[config.mk]
export PLATFORM = sky130hd
export DESIGN_NAME = active_expired_priority_queue
export DESIGN_NICKNAME = d
export VERILOG_FILES = /design/src/hdl/aeq_pkg.sv /design/src/hdl/aeq_slot_ram.sv /design/src/hdl/aeq_queue_ctrl.sv /design/src/hdl/active_expired_priority_queue.sv
export VERILOG_INCLUDE_DIRS = /design/src /design/src/hdl
export SDC_FILE = /design/constraint.sdc
export NUM_CORES = 1
export LEC_CHECK = 0
export ABC_AREA = 0
export BUFFER_PORTS_ARGS = -buffer_cell sky130_fd_sc_hd__buf_2
export CAP_MARGIN = 10
export CORE_ASPECT_RATIO = 1.25
export CORE_MARGIN = 3
export CORE_UTILIZATION = 45
export CTS_CLUSTER_DIAMETER = 200
export DETAILED_ROUTE_END_ITERATION = 8
export GPL_TIMING_DRIVEN = 0
export HOLD_SLACK_MARGIN = 0.1
export PLACE_DENSITY = 0.58
export SYNTH_ARGS = -nofsm -noshare
export SYNTH_HDL_FRONTEND = slang
export SYNTH_SLANG_ARGS = --single-unit
[constraint.sdc]
create_clock -name clk -period 17.5 [get_ports clk]
set_clock_uncertainty 0.2 [all_clocks]
set_input_delay 3.5 -clock clk [delete_from_list [all_inputs] [get_ports clk]]
set_output_delay 3.5 -clock clk [all_outputs]
set_load 0.05 [all_outputs]
[src/hdl/active_expired_priority_queue_assert.svh]
// Assertion macros for the active/expired priority queue.
// Needs clk and arst_n in the scope where the macros are used.
`ifndef ACTIVE_EXPIRED_PRIORITY_QUEUE_ASSERT_SVH
`define ACTIVE_EXPIRED_PRIORITY_QUEUE_ASSERT_SVH

// Same-cycle implication, checked out of reset.
`define AEQ_ASSERT_NOW(label, ante, cons, msg) \
	label: assert property (@(posedge clk) disable iff (!arst_n) (ante) |-> (cons)) \
		else $error(msg);

// Next-cycle implication, checked out of reset.
`define AEQ_ASSERT_NEXT(label, ante, cons, msg) \
	label: assert property (@(posedge clk) disable iff (!arst_n) (ante) |=> (cons)) \
		else $error(msg);

`endif

[src/hdl/aeq_pkg.sv]
// Shared types, constants and helpers of the active/expired priority queue.
// No dependencies; used by every module of the block.
package aeq_pkg;

	localparam int LEVELS      = 4;
	localparam int QUEUE_DEPTH = 16;
	localparam int PID_WIDTH   = 8;

	localparam int NQ      = 2 * LEVELS;
	localparam int QIDX_W  = $clog2(NQ);
	localparam int PTR_W   = $clog2(QUEUE_DEPTH);
	localparam int FILL_W  = $clog2(QUEUE_DEPTH + 1);
	localparam int TOTAL_W = $clog2(LEVELS * QUEUE_DEPTH + 1);
	localparam int ADDR_W  = QIDX_W + PTR_W;
	localparam int DEPTH   = NQ * QUEUE_DEPTH;

	// Fixed field widths
	localparam int LC_W   = 3;
	localparam int LVL_W  = 2;
	localparam int DYN_W  = 2;
	localparam int SP_W   = 3;
	localparam int STAT_W = 2;

	localparam int PADDR_W = 3;
	localparam int PDATA_W = 32;

	localparam logic [LC_W-1:0] LEVEL_COUNT_RESET = LC_W'(4);

	typedef enum logic [0:0] {
		ACT_ADD  = 1'b0,
		ACT_TAKE = 1'b1
	} action_t;

	typedef enum logic [STAT_W-1:0] {
		STATUS_OK    = 2'd0,
		STATUS_EMPTY = 2'd1,
		STATUS_FULL  = 2'd2
	} status_t;

	typedef enum logic [0:0] {
		REG_LEVEL_COUNT = 1'b0
	} reg_idx_t;

	typedef logic [PTR_W-1:0]  ptr_t;
	typedef logic [QIDX_W-1:0] qidx_t;

	typedef struct packed {
		action_t              action;
		logic [PID_WIDTH-1:0] pid;
		logic [DYN_W-1:0]     dyn_prio;
		logic [SP_W-1:0]      static_prio;
		logic                 preempted;
	} item_t;

	typedef struct packed {
		logic                 we;
		logic                 re;
		logic [ADDR_W-1:0]    addr;
		logic [PID_WIDTH-1:0] wdata;
	} ram_req_t;

	typedef struct packed {
		status_t              status;
		logic [PID_WIDTH-1:0] pid;
		logic [LVL_W-1:0]     level;
		logic                 to_expired;
		logic                 from_mem;
	} result_t;

	function automatic ptr_t wrap_next(ptr_t p);
		int n;
		n = int'(p) + 1;
		return (n >= QUEUE_DEPTH) ? '0 : PTR_W'(n);
	endfunction

endpackage

[src/hdl/aeq_slot_ram.sv]
// Slot storage for all level queues: one write or one read per cycle.
// Depends on aeq_pkg for the ram request type and sizes.
module aeq_slot_ram (
	input  logic                          clk,
	input  aeq_pkg::ram_req_t             req,
	output logic [aeq_pkg::PID_WIDTH-1:0] rdata
);

	logic [aeq_pkg::PID_WIDTH-1:0] mem [aeq_pkg::DEPTH];

	always_ff @(posedge clk) begin
		if (req.we) begin
			mem[req.addr] <= req.wdata;
		end
	end

	// Hold read data unless a new read is issued
	always_ff @(posedge clk) begin
		if (req.re) begin
			rdata <= mem[req.addr];
		end
	end

endmodule

[src/hdl/aeq_queue_ctrl.sv]
// Queue bookkeeping: pointers, fill levels, bank select and totals.
// Depends on aeq_pkg; drives the slot RAM request and the item result.
module aeq_queue_ctrl (
	input  logic                     clk,
	input  logic                     arst_n,
	input  logic                     go,
	input  aeq_pkg::item_t           item,
	input  logic [aeq_pkg::LC_W-1:0] level_count,
	output aeq_pkg::ram_req_t        ram_req,
	output aeq_pkg::result_t         res
);

	aeq_pkg::ptr_t                 head_q [aeq_pkg::NQ];
	aeq_pkg::ptr_t                 tail_q [aeq_pkg::NQ];
	logic [aeq_pkg::FILL_W-1:0]    fill_q [aeq_pkg::NQ];
	logic                          bank_q;
	logic [aeq_pkg::TOTAL_W-1:0]   act_total_q;
	logic [aeq_pkg::TOTAL_W-1:0]   exp_total_q;

	logic [aeq_pkg::LC_W-1:0]      lc_eff;
	logic [aeq_pkg::SP_W-1:0]      sp_c;
	logic [aeq_pkg::DYN_W-1:0]     dyn_m;
	logic [aeq_pkg::LVL_W-1:0]     add_lvl;
	logic                          add_exp;
	logic                          add_bank;
	aeq_pkg::qidx_t                add_q;
	logic                          add_full;
	logic                          swap;
	logic                          take_bank;
	logic                          found;
	aeq_pkg::qidx_t                take_q;
	logic [aeq_pkg::LVL_W-1:0]     take_lvl;
	logic [aeq_pkg::TOTAL_W-1:0]   act_eff;
	logic [aeq_pkg::TOTAL_W-1:0]   exp_eff;
	logic [aeq_pkg::TOTAL_W-1:0]   act_take;
	logic                          is_add;

	assign is_add = (item.action == aeq_pkg::ACT_ADD);

	always_comb begin
		if (level_count == '0) begin
			lc_eff = aeq_pkg::LC_W'(1);
		end else if (int'(level_count) > aeq_pkg::LEVELS) begin
			lc_eff = aeq_pkg::LC_W'(aeq_pkg::LEVELS);
		end else begin
			lc_eff = level_count;
		end
	end

	// Add path: clamp static priority, demote on preemption, pick queue
	always_comb begin
		sp_c = (item.static_prio == '0) ? aeq_pkg::SP_W'(1) : item.static_prio;
		if (sp_c > lc_eff) begin
			sp_c = lc_eff;
		end
		add_exp = item.preempted && (item.dyn_prio == '0);
		dyn_m   = item.dyn_prio - aeq_pkg::DYN_W'(item.preempted);
		if (add_exp) begin
			add_lvl  = aeq_pkg::LVL_W'(sp_c - aeq_pkg::SP_W'(1));
			add_bank = ~bank_q;
		end else begin
			if (aeq_pkg::LC_W'(dyn_m) >= lc_eff) begin
				add_lvl = aeq_pkg::LVL_W'(lc_eff - aeq_pkg::LC_W'(1));
			end else begin
				add_lvl = aeq_pkg::LVL_W'(dyn_m);
			end
			add_bank = bank_q;
		end
		add_q    = aeq_pkg::QIDX_W'(int'(add_bank) * aeq_pkg::LEVELS + int'(add_lvl));
		add_full = (int'(fill_q[add_q]) >= aeq_pkg::QUEUE_DEPTH);
	end

	// Take path: swap banks on an empty active side, find highest level
	always_comb begin
		swap      = (act_total_q == '0);
		take_bank = swap ? ~bank_q : bank_q;
		act_eff   = swap ? exp_total_q : act_total_q;
		exp_eff   = swap ? '0 : exp_total_q;
		found     = 1'b0;
		take_q    = '0;
		take_lvl  = '0;
		for (int i = 0; i < aeq_pkg::LEVELS; i++) begin
			if ((i < int'(lc_eff)) &&
			    (fill_q[aeq_pkg::QIDX_W'(int'(take_bank) * aeq_pkg::LEVELS + i)] != '0)) begin
				found    = 1'b1;
				take_q   = aeq_pkg::QIDX_W'(int'(take_bank) * aeq_pkg::LEVELS + i);
				take_lvl = aeq_pkg::LVL_W'(i);
			end
		end
		act_take = (found && (act_eff != '0)) ? act_eff - aeq_pkg::TOTAL_W'(1) : act_eff;
	end

	always_comb begin
		ram_req = '0;
		res     = '0;
		if (is_add) begin
			ram_req.we     = go && !add_full;
			ram_req.addr   = {add_q, tail_q[add_q]};
			ram_req.wdata  = item.pid;
			res.status     = add_full ? aeq_pkg::STATUS_FULL : aeq_pkg::STATUS_OK;
			res.pid        = item.pid;
			res.level      = add_lvl;
			res.to_expired = add_exp;
		end else begin
			ram_req.re   = go && found;
			ram_req.addr = {take_q, head_q[take_q]};
			res.status   = found ? aeq_pkg::STATUS_OK : aeq_pkg::STATUS_EMPTY;
			res.level    = found ? take_lvl : '0;
			res.from_mem = found;
		end
	end

	always_ff @(posedge clk or negedge arst_n) begin
		if (!arst_n) begin
			for (int i = 0; i < aeq_pkg::NQ; i++) begin
				head_q[i] <= '0;
				tail_q[i] <= '0;
				fill_q[i] <= '0;
			end
			bank_q      <= 1'b0;
			act_total_q <= '0;
			exp_total_q <= '0;
		end else if (go) begin
			if (is_add) begin
				if (!add_full) begin
					tail_q[add_q] <= aeq_pkg::wrap_next(tail_q[add_q]);
					fill_q[add_q] <= fill_q[add_q] + aeq_pkg::FILL_W'(1);
					if (add_exp) begin
						exp_total_q <= exp_total_q + aeq_pkg::TOTAL_W'(1);
					end else begin
						act_total_q <= act_total_q + aeq_pkg::TOTAL_W'(1);
					end
				end
			end else begin
				bank_q      <= take_bank;
				exp_total_q <= exp_eff;
				act_total_q <= act_take;
				if (found) begin
					head_q[take_q] <= aeq_pkg::wrap_next(head_q[take_q]);
					fill_q[take_q] <= fill_q[take_q] - aeq_pkg::FILL_W'(1);
				end
			end
		end
	end

endmodule

[src/hdl/active_expired_priority_queue.sv]
// Active/expired multilevel priority queue, top level.
// An accepted item is registered in stage 1, its result in the result stage; each item makes
// one access to the single-port slot RAM; one item per cycle unless the result output stalls.
// Reset clears all queue pointers, fill levels, totals, bank select and the
// pipeline valids, and sets level_count to 4; slot RAM contents stay as they are.
// Depends on aeq_pkg, aeq_queue_ctrl, aeq_slot_ram and the assertion macro header.
`include "active_expired_priority_queue_assert.svh"

module active_expired_priority_queue (
	input  logic                              clk,
	input  logic                              arst_n,

	// configuration port
	input  logic                              psel,
	input  logic                              penable,
	input  logic                              pwrite,
	input  logic [aeq_pkg::PADDR_W-1:0]       paddr,
	input  logic [aeq_pkg::PDATA_W-1:0]       pwdata,
	output logic [aeq_pkg::PDATA_W-1:0]       prdata,
	output logic                              pready,

	// input item channel
	input  logic                              in_valid,
	output logic                              in_ready,
	input  logic                              action,
	input  logic [aeq_pkg::PID_WIDTH-1:0]     process_id,
	input  logic [aeq_pkg::DYN_W-1:0]         dyn_prio,
	input  logic [aeq_pkg::SP_W-1:0]          static_prio,
	input  logic                              was_preempted,

	// result item channel
	output logic                              out_valid,
	input  logic                              out_ready,
	output logic [aeq_pkg::STAT_W-1:0]        status,
	output logic [aeq_pkg::PID_WIDTH-1:0]     out_process_id,
	output logic [aeq_pkg::LVL_W-1:0]         level,
	output logic                              to_expired
);

	logic [aeq_pkg::LC_W-1:0]      level_count_q;
	logic                          cfg_wr;
	aeq_pkg::reg_idx_t             reg_sel;

	logic                          valid_s1;
	aeq_pkg::item_t                item_s1;
	logic                          valid_s2;
	aeq_pkg::result_t              res_s2;
	logic                          go;

	aeq_pkg::ram_req_t             ram_req;
	aeq_pkg::result_t              res;
	logic [aeq_pkg::PID_WIDTH-1:0] ram_rdata;

	// ---------------- configuration ----------------
	// Only one register; decode the word index from the address.
	assign pready  = 1'b1;
	assign reg_sel = aeq_pkg::reg_idx_t'(paddr[2]);
	assign cfg_wr  = psel && penable && pwrite && pready &&
	                 (reg_sel == aeq_pkg::REG_LEVEL_COUNT);

	always_ff @(posedge clk or negedge arst_n) begin
		if (!arst_n) begin
			level_count_q <= aeq_pkg::LEVEL_COUNT_RESET;
		end else if (cfg_wr) begin
			level_count_q <= pwdata[aeq_pkg::LC_W-1:0];
		end
	end

	always_comb begin
		prdata = '0;
		case (reg_sel)
			aeq_pkg::REG_LEVEL_COUNT: prdata = aeq_pkg::PDATA_W'(level_count_q);
			default:                  prdata = '0;
		endcase
	end

	// ---------------- pipeline control ----------------
	// Stage 1 holds the accepted item; it advances into the result stage
	// whenever that stage is empty or its result is being taken. Queue
	// state and the slot RAM change only on that advance, so a stalled
	// result keeps its RAM read data.
	assign go        = valid_s1 && (!valid_s2 || out_ready);
	assign in_ready  = !valid_s1 || go;
	assign out_valid = valid_s2;

	always_ff @(posedge clk or negedge arst_n) begin
		if (!arst_n) begin
			valid_s1 <= 1'b0;
			valid_s2 <= 1'b0;
		end else begin
			if (in_ready) begin
				valid_s1 <= in_valid;
			end
			if (go) begin
				valid_s2 <= 1'b1;
			end else if (out_ready) begin
				valid_s2 <= 1'b0;
			end
		end
	end

	// Capture the item payload on accept
	always_ff @(posedge clk) begin
		if (in_valid && in_ready) begin
			item_s1.action      <= aeq_pkg::action_t'(action);
			item_s1.pid         <= process_id;
			item_s1.dyn_prio    <= dyn_prio;
			item_s1.static_prio <= static_prio;
			item_s1.preempted   <= was_preempted;
		end
	end

	// Capture the result fields as the item leaves stage 1
	always_ff @(posedge clk) begin
		if (go) begin
			res_s2 <= res;
		end
	end

	// ---------------- queue logic and storage ----------------
	aeq_queue_ctrl u_ctrl (
		.clk         (clk),
		.arst_n      (arst_n),
		.go          (go),
		.item        (item_s1),
		.level_count (level_count_q),
		.ram_req     (ram_req),
		.res         (res)
	);

	aeq_slot_ram u_ram (
		.clk   (clk),
		.req   (ram_req),
		.rdata (ram_rdata)
	);

	// ---------------- result outputs ----------------
	// A successful take gets its process id from the registered RAM read.
	assign status         = res_s2.status;
	assign out_process_id = res_s2.from_mem ? ram_rdata : res_s2.pid;
	assign level          = res_s2.level;
	assign to_expired     = res_s2.to_expired;

	// ---------------- assertions ----------------
	`AEQ_ASSERT_NOW(a_full_no_write, go && (res.status == aeq_pkg::STATUS_FULL), !ram_req.we, "full queue written")
	`AEQ_ASSERT_NOW(a_mem_ok, valid_s2 && res_s2.from_mem, res_s2.status == aeq_pkg::STATUS_OK, "bad take status")
	`AEQ_ASSERT_NOW(a_stall_cause, valid_s1 && !in_ready, valid_s2 && !out_ready, "stall without back pressure")
	`AEQ_ASSERT_NEXT(a_read_lands, ram_req.re, valid_s2 && res_s2.from_mem, "read without result")

endmodule
# Word level (Yosys, flattened, before mapping)
# Memory sizes are Yosys's and may differ from the RTL's. A register that Yosys moved wholly into a read port is not among the register bits.
# Index checks and enable logic that the tools add are counted.
totals:
  reg_bits: 153
  ram_bits: 1024
  input_bits: 57
  word_cells: 208
  memories: 1
mem_list:
  columns: ["memory", "words", "width", "read_ports", "rd_ports_with_merged_regs", "write_ports", "line", "rtl"]
  rows:
  - ["u_ram.mem", 128, 8, 1, 1, 1, "aeq_slot_ram.sv:9", "logic [aeq_pkg::PID_WIDTH-1:0] mem [aeq_pkg::DEPTH];"]
op_classes:
  addsub: 14
  n_lt_le_gt_ge: 18
  n_eq_ne: 4
  muxes: 84
  n_bitwise: 10
  reduce_logical: 37
op_table:
  columns: ["cell", "count"]
  rows:
  - ["2-to-1 mux 40 bit", 3]
  - ["binary-select mux 5 bit (select 3 bit)", 6]
  - ["bitwise mux 40 bit", 2]
  - ["2-to-1 mux 5 bit", 14]
  - ["2-to-1 mux 7 bit", 10]
  - ["bitwise mux 32 bit", 2]
  - ["greater-or-equal comparator 32 x 6 -> 1 bit, second input constant", 2]
  - ["2-to-1 mux 4 bit", 8]
  - ["demux 5 bit (select 3 bit)", 2]
  - ["binary-select mux 4 bit (select 3 bit)", 2]
  - ["demux 4 bit (select 3 bit)", 2]
  - ["2-to-1 mux 3 bit", 8]
  - ["nonzero test 5 bit", 4]
  - ["2-to-1 mux 2 bit", 9]
  - ["greater-or-equal comparator 3 x 4 -> 1 bit, second input constant", 4]
  - ["2-to-1 mux 8 bit", 2]
  - ["logical AND 1 bit", 15]
  - ["adder 7 x 1 -> 7 bit, second input constant", 2]
  - ["2-to-1 mux 1 bit", 14]
  - ["NOT 3 bit", 4]
  - ["AND reduction 3 bit", 4]
  - ["adder 4 x 1 -> 5 bit, second input constant", 2]
  - ["greater-or-equal comparator 4 bit, second input constant", 2]
  - ["less-than comparator 4 x 1 -> 1 bit, second input constant", 2]
  - ["27 further kinds", 42]

# Depth between registers and ports, before layout
# Gate-level depths: netlist (run 1).
depth:
  ltp_word: 20
  depth_mapped: 22
  mapped_depth_nobuf: 16

# Cells and area by module
# From an unflattened synthesis (run 1), not the netlist that was laid out.
hier_totals:
  cells_unflattened: 3498
  hier_area_um2: 50218.2
by_module_without_submodules:
  columns: ["mod", "n_inst", "cells_per_inst", "area_per_inst_um2", "seq_area_each_um2"]
  rows:
  - ["aeq_slot_ram", 1, 2475, 40513.9, 30989.7]
  - ["aeq_queue_ctrl", 1, 931, 8215.4, 2977.9]
  - ["active_expired_priority_queue", 1, 92, 1488.9, 997.2]

# Worst setup path after synthesis (run 1)
# Ideal clock, no wire load.
synth_path:
  kind: "input port to output port"
  start: "input paddr[2] (netlist name)"
  end: "output prdata[0] (netlist name)"
  arrival_time_ns: 4.189
  slack_ns: 9.611
  path_stages: 1
  n_path_buf: 0
  path_cell_list: "nor2b_1"
synth_between:
  elab_chain_len: 1
synth_rtl:
  columns: ["element", "line", "rtl"]
  rows:
  - ["start, declared", "active_expired_priority_queue.sv:17", "input logic [aeq_pkg::PADDR_W-1:0] paddr,"]
  - ["2-to-1 mux 3 bit", "active_expired_priority_queue.sv:71", "case (reg_sel)"]
  - ["end, declared", "active_expired_priority_queue.sv:19", "output logic [aeq_pkg::PDATA_W-1:0] prdata,"]
# Every way passes these cells.

# Final worst setup path (run 1)
layout_path:
  start: "input out_ready"
  end: "memory u_ram.mem[62][3] (netlist name), enable pin"
layout_between:
  elab_chain_len: 6
layout_rtl:
  columns: ["element", "line", "rtl"]
  rows:
  - ["start, declared", "active_expired_priority_queue.sv:33", "input logic out_ready,"]
  - ["logical OR 1 bit", "active_expired_priority_queue.sv:82", "assign go = valid_s1 && (!valid_s2 || out_ready);"]
  - ["logical AND 1 bit", "active_expired_priority_queue.sv:82", null]
  - ["via go", "active_expired_priority_queue.sv:48", "logic go;"]
  - ["logical AND 1 bit", "aeq_queue_ctrl.sv:97", "ram_req.we = go && !add_full;"]
  - ["2-to-1 mux 1 bit", "aeq_queue_ctrl.sv:96", "if (is_add) begin"]
  - ["2-to-1 mux 1 bit", "aeq_slot_ram.sv:12", "if (req.we) begin"]
  - ["2-to-1 mux 1 bit (not written as such)", "aeq_slot_ram.sv:13", "mem[req.addr] <= req.wdata;"]
  - ["end, declared", "aeq_slot_ram.sv:9", null]
# The timed path passes the listed nets, and every way through them passes these cells.

==> flow_summary_export.csv, run 1 <==
group,metric,value,unit
power,total_power,11600,µW
worst_setup_path,required,17.64,ns
placed_design,gp_congestion,0.946,
cts,postCtsSetupRepairBufs,0,
placed_design,placed_cells,5761,
global_routing,grt_pass1_vias,35532,
cts,insertion_delay,0.73,ns
cts,cts_tree,"built",
layout,fin_area,58500,µm²
flow_run,drv_cap,0,
cts,ctsHoldBuffers,0,
timing,finalSetupViolations,0,
timing,slew_viol_final,0,
die,start_util,0.456,
timing,worst_slew_pin_slew,1.36,ns
cts,cts_resized,0,
layout,synthToLayoutAreaGrowth,12.8,%
synthesis,synth-edff-count,1061,
worst_setup_path,cp.arrival,8.04,ns
power,pwr-share-clk,0.212,
detailed_routing,ant_nets,0,
power,ir_drop,113,µV
timing,period_share,0.452,
run_status,status,"completed",
synthesis,syn-cell-area,51900,µm²
detailed_routing,first_pass_iters,7,
synthesis,syn_area_per_cell,12.4,µm²
hold_path,min_path_type,"flop to flop",
worst_setup_path,cp_max_fo,17,
placed_design,io_buffer_count,43,
cts,cts_buffers,117,
power,internal-power,6280,µW
global_routing,grt_pass1_wl,246,mm
timing,hold_viol_final,0,
detailed_routing,vias_per_cell,6.18,
worst_setup_path,crit_type,"primary input to flop",
timing,fin_tns_setup,0,ns
cts,cts_sinks,1185,
worst_setup_path,critPathCaptureType,"flop",
placed_design,dp_hpwl,122,mm
power,p_leak,0.0202,µW
die,coreArea,114000,µm²
global_routing,grt_max_degree,78,
timing,relSlewSlack,0.0949,
detailed_routing,wl,171,mm
die,die_y,386,µm
global_routing,overflow,0,
power,power_density,199,nW/µm²
detailed_routing,drc,0,
detailed_routing,route.vias.total,36944,
synthesis,ys_ff_latch,1185,
cts,root_buffer,"clkbuf_16",
placed_design,dpl-instance-area,54800,µm²
die,fp.dieArea,119000,µm²
cts,cts-htree-levels,3,
worst_setup_path,cp_cell_sequence,"buf_2 > nand2b_1 > nand2_1 > inv_1 > nand2_1 > nor3_1 > nand2_1 > clkbuf_1 > nor2_1",
timing,rsz0062_at_grt,"false",
layout,fillers,9839,
global_routing,grt_use_total,0.285,
synthesis,ys_async_sr_fraction,0.105,
layout,instances_no_fill,5978,
synthesis,syn_inst,4188,
layout,regArea,35000,µm²
worst_setup_path,start_kind,"primary input",
global_routing,grt_antenna_before_repair,6,
timing,max_freq,127,MHz
timing,final.min_clock_period,7.90,ns
synthesis,netlist-cell-type-count,102,
worst_setup_path,crit_top_cell,"nand2_1",
cts,cts.path.max_buffers,3,
die,ioPinCount,105,
worst_setup_path,rrSetupSlack,9.63,ns
power,swShare,0.461,
worst_setup_path,slowest_delay,0.99,ns
layout,multi_input_area,15400,µm²
layout,drive_gt1_frac,0.117,
synthesis,yosysWarnings,0,
die,die_w,310,µm
layout,final_nets,4479,
power,combPwrFrac,0.499,
power,p_switching,5360,µW
cts,cts.clk_slew.worst_paths,0.06,ns
detailed_routing,wl_per_cell,28.6,µm
detailed_routing,drt_iter0_markers,4676,
synthesis,ys_seq_area_frac,0.674,
die,rows,138,
worst_setup_path,cpMaxStageDelayCell,"nor2_1",
power,seqPwrFrac,0.289,
synthesis,synth_ff_type,"edfxtp_1",
## cells in the final DEF, fill, tap and decap left out, types with 13 or more instances in the layout
cell type and n:
a21oi_1 52, a221oi_1 112, clkbuf_16 121, clkinv_1 24, a22oi_1 86, buf_1 34, a31oi_1 112, mux4_2 20
clkbuf_1 179, buf_12 25, buf_2 109, mux2i_1 32, and3_1 40, dfrtp_1 123, nor2_1 207, conb_1 30
nand2_1 909, inv_1 13, nand4_1 19, a32oi_1 18, or4_1 14, nor3_1 17, clkinv_2 17, a22o_1 31
o22ai_1 36, buf_4 55, a21o_1 13, mux2_2 71, o21ai_0 172, buf_6 20, edfxtp_1 1061, nand3_1 453
## per-stage QoR
| step | hold WS, ns | worst slack (ns) | util |
|---|---|---|---|
| floorplan | 0.242 | 9.61 | - |
| global placement | 0.263 | 3.30 | 0.475 |
| detailed placement | 0.271 | 8.98 | 0.481 |
| CTS | 0.285 | 9.74 | 0.514 |
| global route | 0.310 | 9.44 | 0.514 |
| finish | 0.284 | 9.60 | 0.514 |
## cell type report
class | instances | share of cell area
diodes | 2 | 0.0000856
plain buffers | 322 | 0.0281
clock buffers | 153 | 0.0538
clock inverters | 62 | 0.00937
inverters | 14 | 0.000898
multi-input cells | 2695 | 0.263
flip-flops and latches | 1185 | 0.598
well taps | 1470 | 0.0314
repair buffers | 75 | 0.0154
## registers in the layout (all words and copies together) (netlist names)
| signal | flops |
|---|---|
| u_ram.mem | 1024 |
| u_ctrl.fill_q | 40 |
| u_ctrl.head_q | 32 |
| u_ctrl.tail_q | 32 |
| item_s1 | 15 |
| res_s2 | 9 |
| u_ram.rdata | 8 |
| u_ctrl.act_total_q | 7 |
| u_ctrl.exp_total_q | 7 |
| level_count_q | 3 |
| level | 2 |
| status | 2 |
| out_valid | 1 |
| to_expired | 1 |
| u_ctrl.bank_q | 1 |
| valid_s1 | 1 |
## critical path, delay by kind of cell
| family | cells | cell delay, ns |
|---|---|---|
| and+or+nand+nor | 6 | 2.84 |
| buffers and inverters | 3 | 1.67 |
## Yosys cell counts, drive strengths merged (18+ instances only)
cell	instances	area [µm²]
edfxtp	1061	31900
nand2	909	3410
nand3	454	2280
nor2	210	801
o21ai	183	920
buf	175	1090
clkbuf	147	552
a221oi	124	1160
dfrtp	123	3080
a31oi	112	701
a22oi	86	646
mux2	83	938
a21oi	57	300
and3	40	250
o22ai	36	225
mux2i	34	348
a22o	31	272
mux4	28	661
nor3	20	116
nand4	19	119
a32oi	18	158
## path summary, 6_finish.rpt
check	startpoint	endpoint	depth (start not counted)
worst min-delay path	u_ctrl.tail_q[14]	u_ctrl.tail_q[14]	2
worst max register to register	level_count_q[2]	u_ram.mem[62][3]	14
worst min register to register	u_ctrl.tail_q[14]	u_ctrl.tail_q[14]	2
worst max-delay path	out_ready	u_ram.mem[62][3]	9
max in group asynchronous	arst_n	u_ctrl.tail_q[9]	2
min in group asynchronous	arst_n	u_ctrl.act_total_q[0]	1
## cells by family after synthesis
| kind of cell | count (synthesis) | share of synthesized area |
|---|---|---|
| AO/OA/AOI/OAI | 734 | 0.0996 |
| adder cells (fa/ha/maj) | 12 | 0.00289 |
| buffers and inverters | 336 | 0.0327 |
| multiplexers | 145 | 0.0375 |
| XOR/XNOR | 19 | 0.00335 |
| flip-flops | 1185 | 0.674 |
| AND/OR/NAND/NOR | 1755 | 0.150 |
| other | 2 | 0.000145 |
## metal layers
metal / global-route usage / up-vias / part of all wire / wire [µm]
met5: 0 / - / 0.000058 / 10
met2: 0.475 / 2010 / 0.48 / 82100
li1: - / 16209 / - / -
met4: 0.138 / 2 / 0.053 / 9040
met3: 0.0413 / 412 / 0.085 / 14600
met1: 0.367 / 18311 / 0.38 / 65200
## power groups by stage
stage	combinational [µW]	sequential (µW)	clock, µW
after detailed placement	5670	3420	0
after global placement	5610	3440	0
after floorplan	3440	3380	0
final	5800	3370	2470
after CTS	5690	3360	2490
after global routing	6110	3380	2610
(Power assumes the default switching activity.)
==> inputs of run 2 (changes only) <==
--- a/config.mk
+++ b/config.mk
@@ -16,7 +16,7 @@
 export DETAILED_ROUTE_END_ITERATION = 8
 export GPL_TIMING_DRIVEN = 0
 export HOLD_SLACK_MARGIN = 0.1
-export PLACE_DENSITY = 0.58
+export PLACE_DENSITY = 0.61
 export SYNTH_ARGS = -nofsm -noshare
 export SYNTH_HDL_FRONTEND = slang
 export SYNTH_SLANG_ARGS = --single-unit
==> constraint.sdc (replaced) <==
create_clock -name clk -period 6.9 [get_ports clk]
set_clock_uncertainty 0.2 [all_clocks]
set_input_delay 1.38 -clock clk [delete_from_list [all_inputs] [get_ports clk]]
set_output_delay 1.38 -clock clk [all_outputs]
set_load 0.05 [all_outputs]
==> run 2 against run 1 <==
Compared with the run above:
- the flow now finishes with violations (negative setup slack)
- largest power group unchanged
- sequential power grew to 2.5 times the previous value
- critical endpoint is now u_ram.mem[102][7]
- critical path depth grew 8
- sequential share of layout area shrank 0.77 points
==> flow_summary_export.csv, run 2 (synthesis results as in run 1) <==
group,metric,value,unit
layout,largest_reg_flops,1024,
timing,slew_viol_final,0,
layout,final_common_cell,"edfxtp_1",
timing,setup_ws,-0.0507,ns
detailed_routing,first_pass_iters,6,
layout,largestRegisters,"u_ram.mem x1024, u_ctrl.fill_q x40",
die,coreArea,114000,µm²
power,power_density,505,nW/µm²
die,fp.dieArea,119000,µm²
cts,root_buffer,"clkbuf_16",
die,die_y,386,µm
placed_design,placed_cells,5764,
global_routing,grt_max_degree,84,
cts,insertion_delay,0.74,ns
global_routing,grt_use_total,0.284,
detailed_routing,ant_nets,0,
worst_setup_path,critPathCaptureType,"flop",
worst_setup_path,cp_max_fo,10,
worst_setup_path,r2r_cells,17,
timing,finalSetupViolations,25,
worst_setup_path,crit_type,"flop to flop",
worst_setup_path,required,7.07,ns
die,start_util,0.456,
worst_setup_path,timing.rr.start,"level_count_q[2]",
timing,hold_viol_final,0,
placed_design,gp_congestion,0.951,
detailed_routing,wl_per_cell,28.5,µm
detailed_routing,drc,0,
cts,cts.clk_slew.worst_paths,0.06,ns
global_routing,grt_pass1_wl,246,mm
layout,synthToLayoutAreaGrowth,14.2,%
layout,instances_no_fill,5994,
hold_path,holdPathEnd,"u_ctrl.tail_q[22]",
placed_design,io_buffer_count,43,
timing,max_freq,144,MHz
power,p_leak,0.0204,µW
power,ir_drop,304,µV
hold_path,min_from,"u_ctrl.tail_q[22]",
detailed_routing,wl,171,mm
timing,final.min_clock_period,6.95,ns
run_status,violations,"negative setup slack",
cts,cts-htree-levels,3,
timing,period_share,1.01,
detailed_routing,route.vias.total,37366,
cts,cts_buffers,118,
cts,cts_sinks,1185,
placed_design,dp_hpwl,121,mm
die,die_w,310,µm
layout,final_util,0.521,
timing,relSlewSlack,0.0938,
cts,cts.path.max_buffers,3,
cts,ctsHoldBuffers,0,
die,ioPinCount,105,
layout,drive_gt1_frac,0.144,
global_routing,overflow,0,
global_routing,grt_pass1_vias,35946,
layout,mostFrequentLayoutCells,"edfxtp_1 (1061), nand2_1 (908), nand3_1 (453)",
hold_path,min_path_cells,2,
worst_setup_path,rrSetupSlack,-0.05,ns
detailed_routing,vias_per_cell,6.23,
detailed_routing,drt_iter0_markers,4984,
cts,cts_tree,"built",
worst_setup_path,cp.arrival,7.12,ns
timing,rsz0062_at_grt,"true",
run_status,status,"finished, violations left",
worst_setup_path,start_kind,"flop",
layout,top_register,"u_ram.mem",
worst_setup_path,r2r_end,"u_ram.mem[102][7]",
timing,worst_slew_pin_slew,1.36,ns
layout,final_nets,4490,
die,rows,138,
global_routing,grt_antenna_before_repair,6,
hold_path,min_path_type,"flop to flop",
flow_run,drv_cap,0,
[run 2: layout make-up]
class	count	area, µm²
Inverter	14	52.6
Antenna cell	3	7.51
Clock buffer	155	3290
Clock inverter	65	589
Timing Repair Buffer	85	1030
Buffer	322	1670
Fill cell	9683	54500
Multi-Input combinational cell	2695	15800
Tap cell	1470	1840
Sequential cell	1185	35000
[run 2: worst max path at each step]
stage                                 from                end  cells past startpoint
final                     level_count_q[2]  u_ram.mem[102][7]                     17
after global routing      level_count_q[2]   u_ram.mem[22][4]                     18
after CTS                 level_count_q[2]   u_ram.mem[46][7]                     17
after detailed placement  level_count_q[2]  u_ram.mem[109][0]                     15
after global placement         item_s1[14]   u_ram.mem[78][3]                      9
after floorplan                item_s1[14]         res_s2[10]                      9
[run 2: routing by layer]
| metal | global-route usage | routed length [µm] | vias to the layer above |
|---|---|---|---|
| met1 | 0.361 | 63700 | 18476 |
| met3 | 0.0522 | 16000 | 458 |
| met2 | 0.464 | 81700 | 2171 |
| met4 | 0.148 | 9610 | 4 |
| met5 | 0 | 33 | - |
| li1 | - | - | 16257 |
[run 2: metrics by stage]
| stage | setup slack (ns) | setup TNS, ns | power (µW) | hold WS [ns] | instance area [µm²] |
|---|---|---|---|---|---|
| after floorplan | 0.719 | 0 | 17300 | 0.242 | 52000 |
| after global placement | -7.04 | -6752.47 | 22800 | 0.266 | 54000 |
| after detailed placement | -0.720 | -263.81 | 22900 | 0.271 | 54800 |
| after CTS | 0.00283 | 0 | 29500 | 0.284 | 59100 |
| after global routing | -0.0268 | -0.387 | 31000 | 0.318 | 59200 |
| final | -0.0507 | -0.832 | 29900 | 0.287 | 59300 |
[run 2: critical path, cell delays in order (launching register included)]
cell      delay, ns
dfstp_2        0.53
buf_6          0.14
inv_1          0.10
ha_1           0.37
o21ai_0        0.25
nand3b_1       0.11
o22ai_1        0.65
or2_1          0.18
buf_2          0.25
nor4_2         0.10
nor4_4         0.58
mux2i_2        0.42
nor2_4         0.39
buf_2          0.42
buf_2          0.39
nand2_1        0.47
clkbuf_4       0.52
nor2_2         0.48
[run 2: where the power goes]
| part | internal [µW] | total, µW | switching, µW |
|---|---|---|---|
| clock | 3710 | 6530 | 2820 |
| combinational | 4260 | 14800 | 10600 |
| sequential | 8230 | 8550 | 315 |
[run 2: repair_timing]
| action | 4_1_cts | 5_1_grt |
|---|---|---|
| pin swaps | 4 | 3 |
| setup buffers | 3 | 4 |
| resized for setup | 99 | 58 |
| setup endpoints to repair | 860 | 867 |
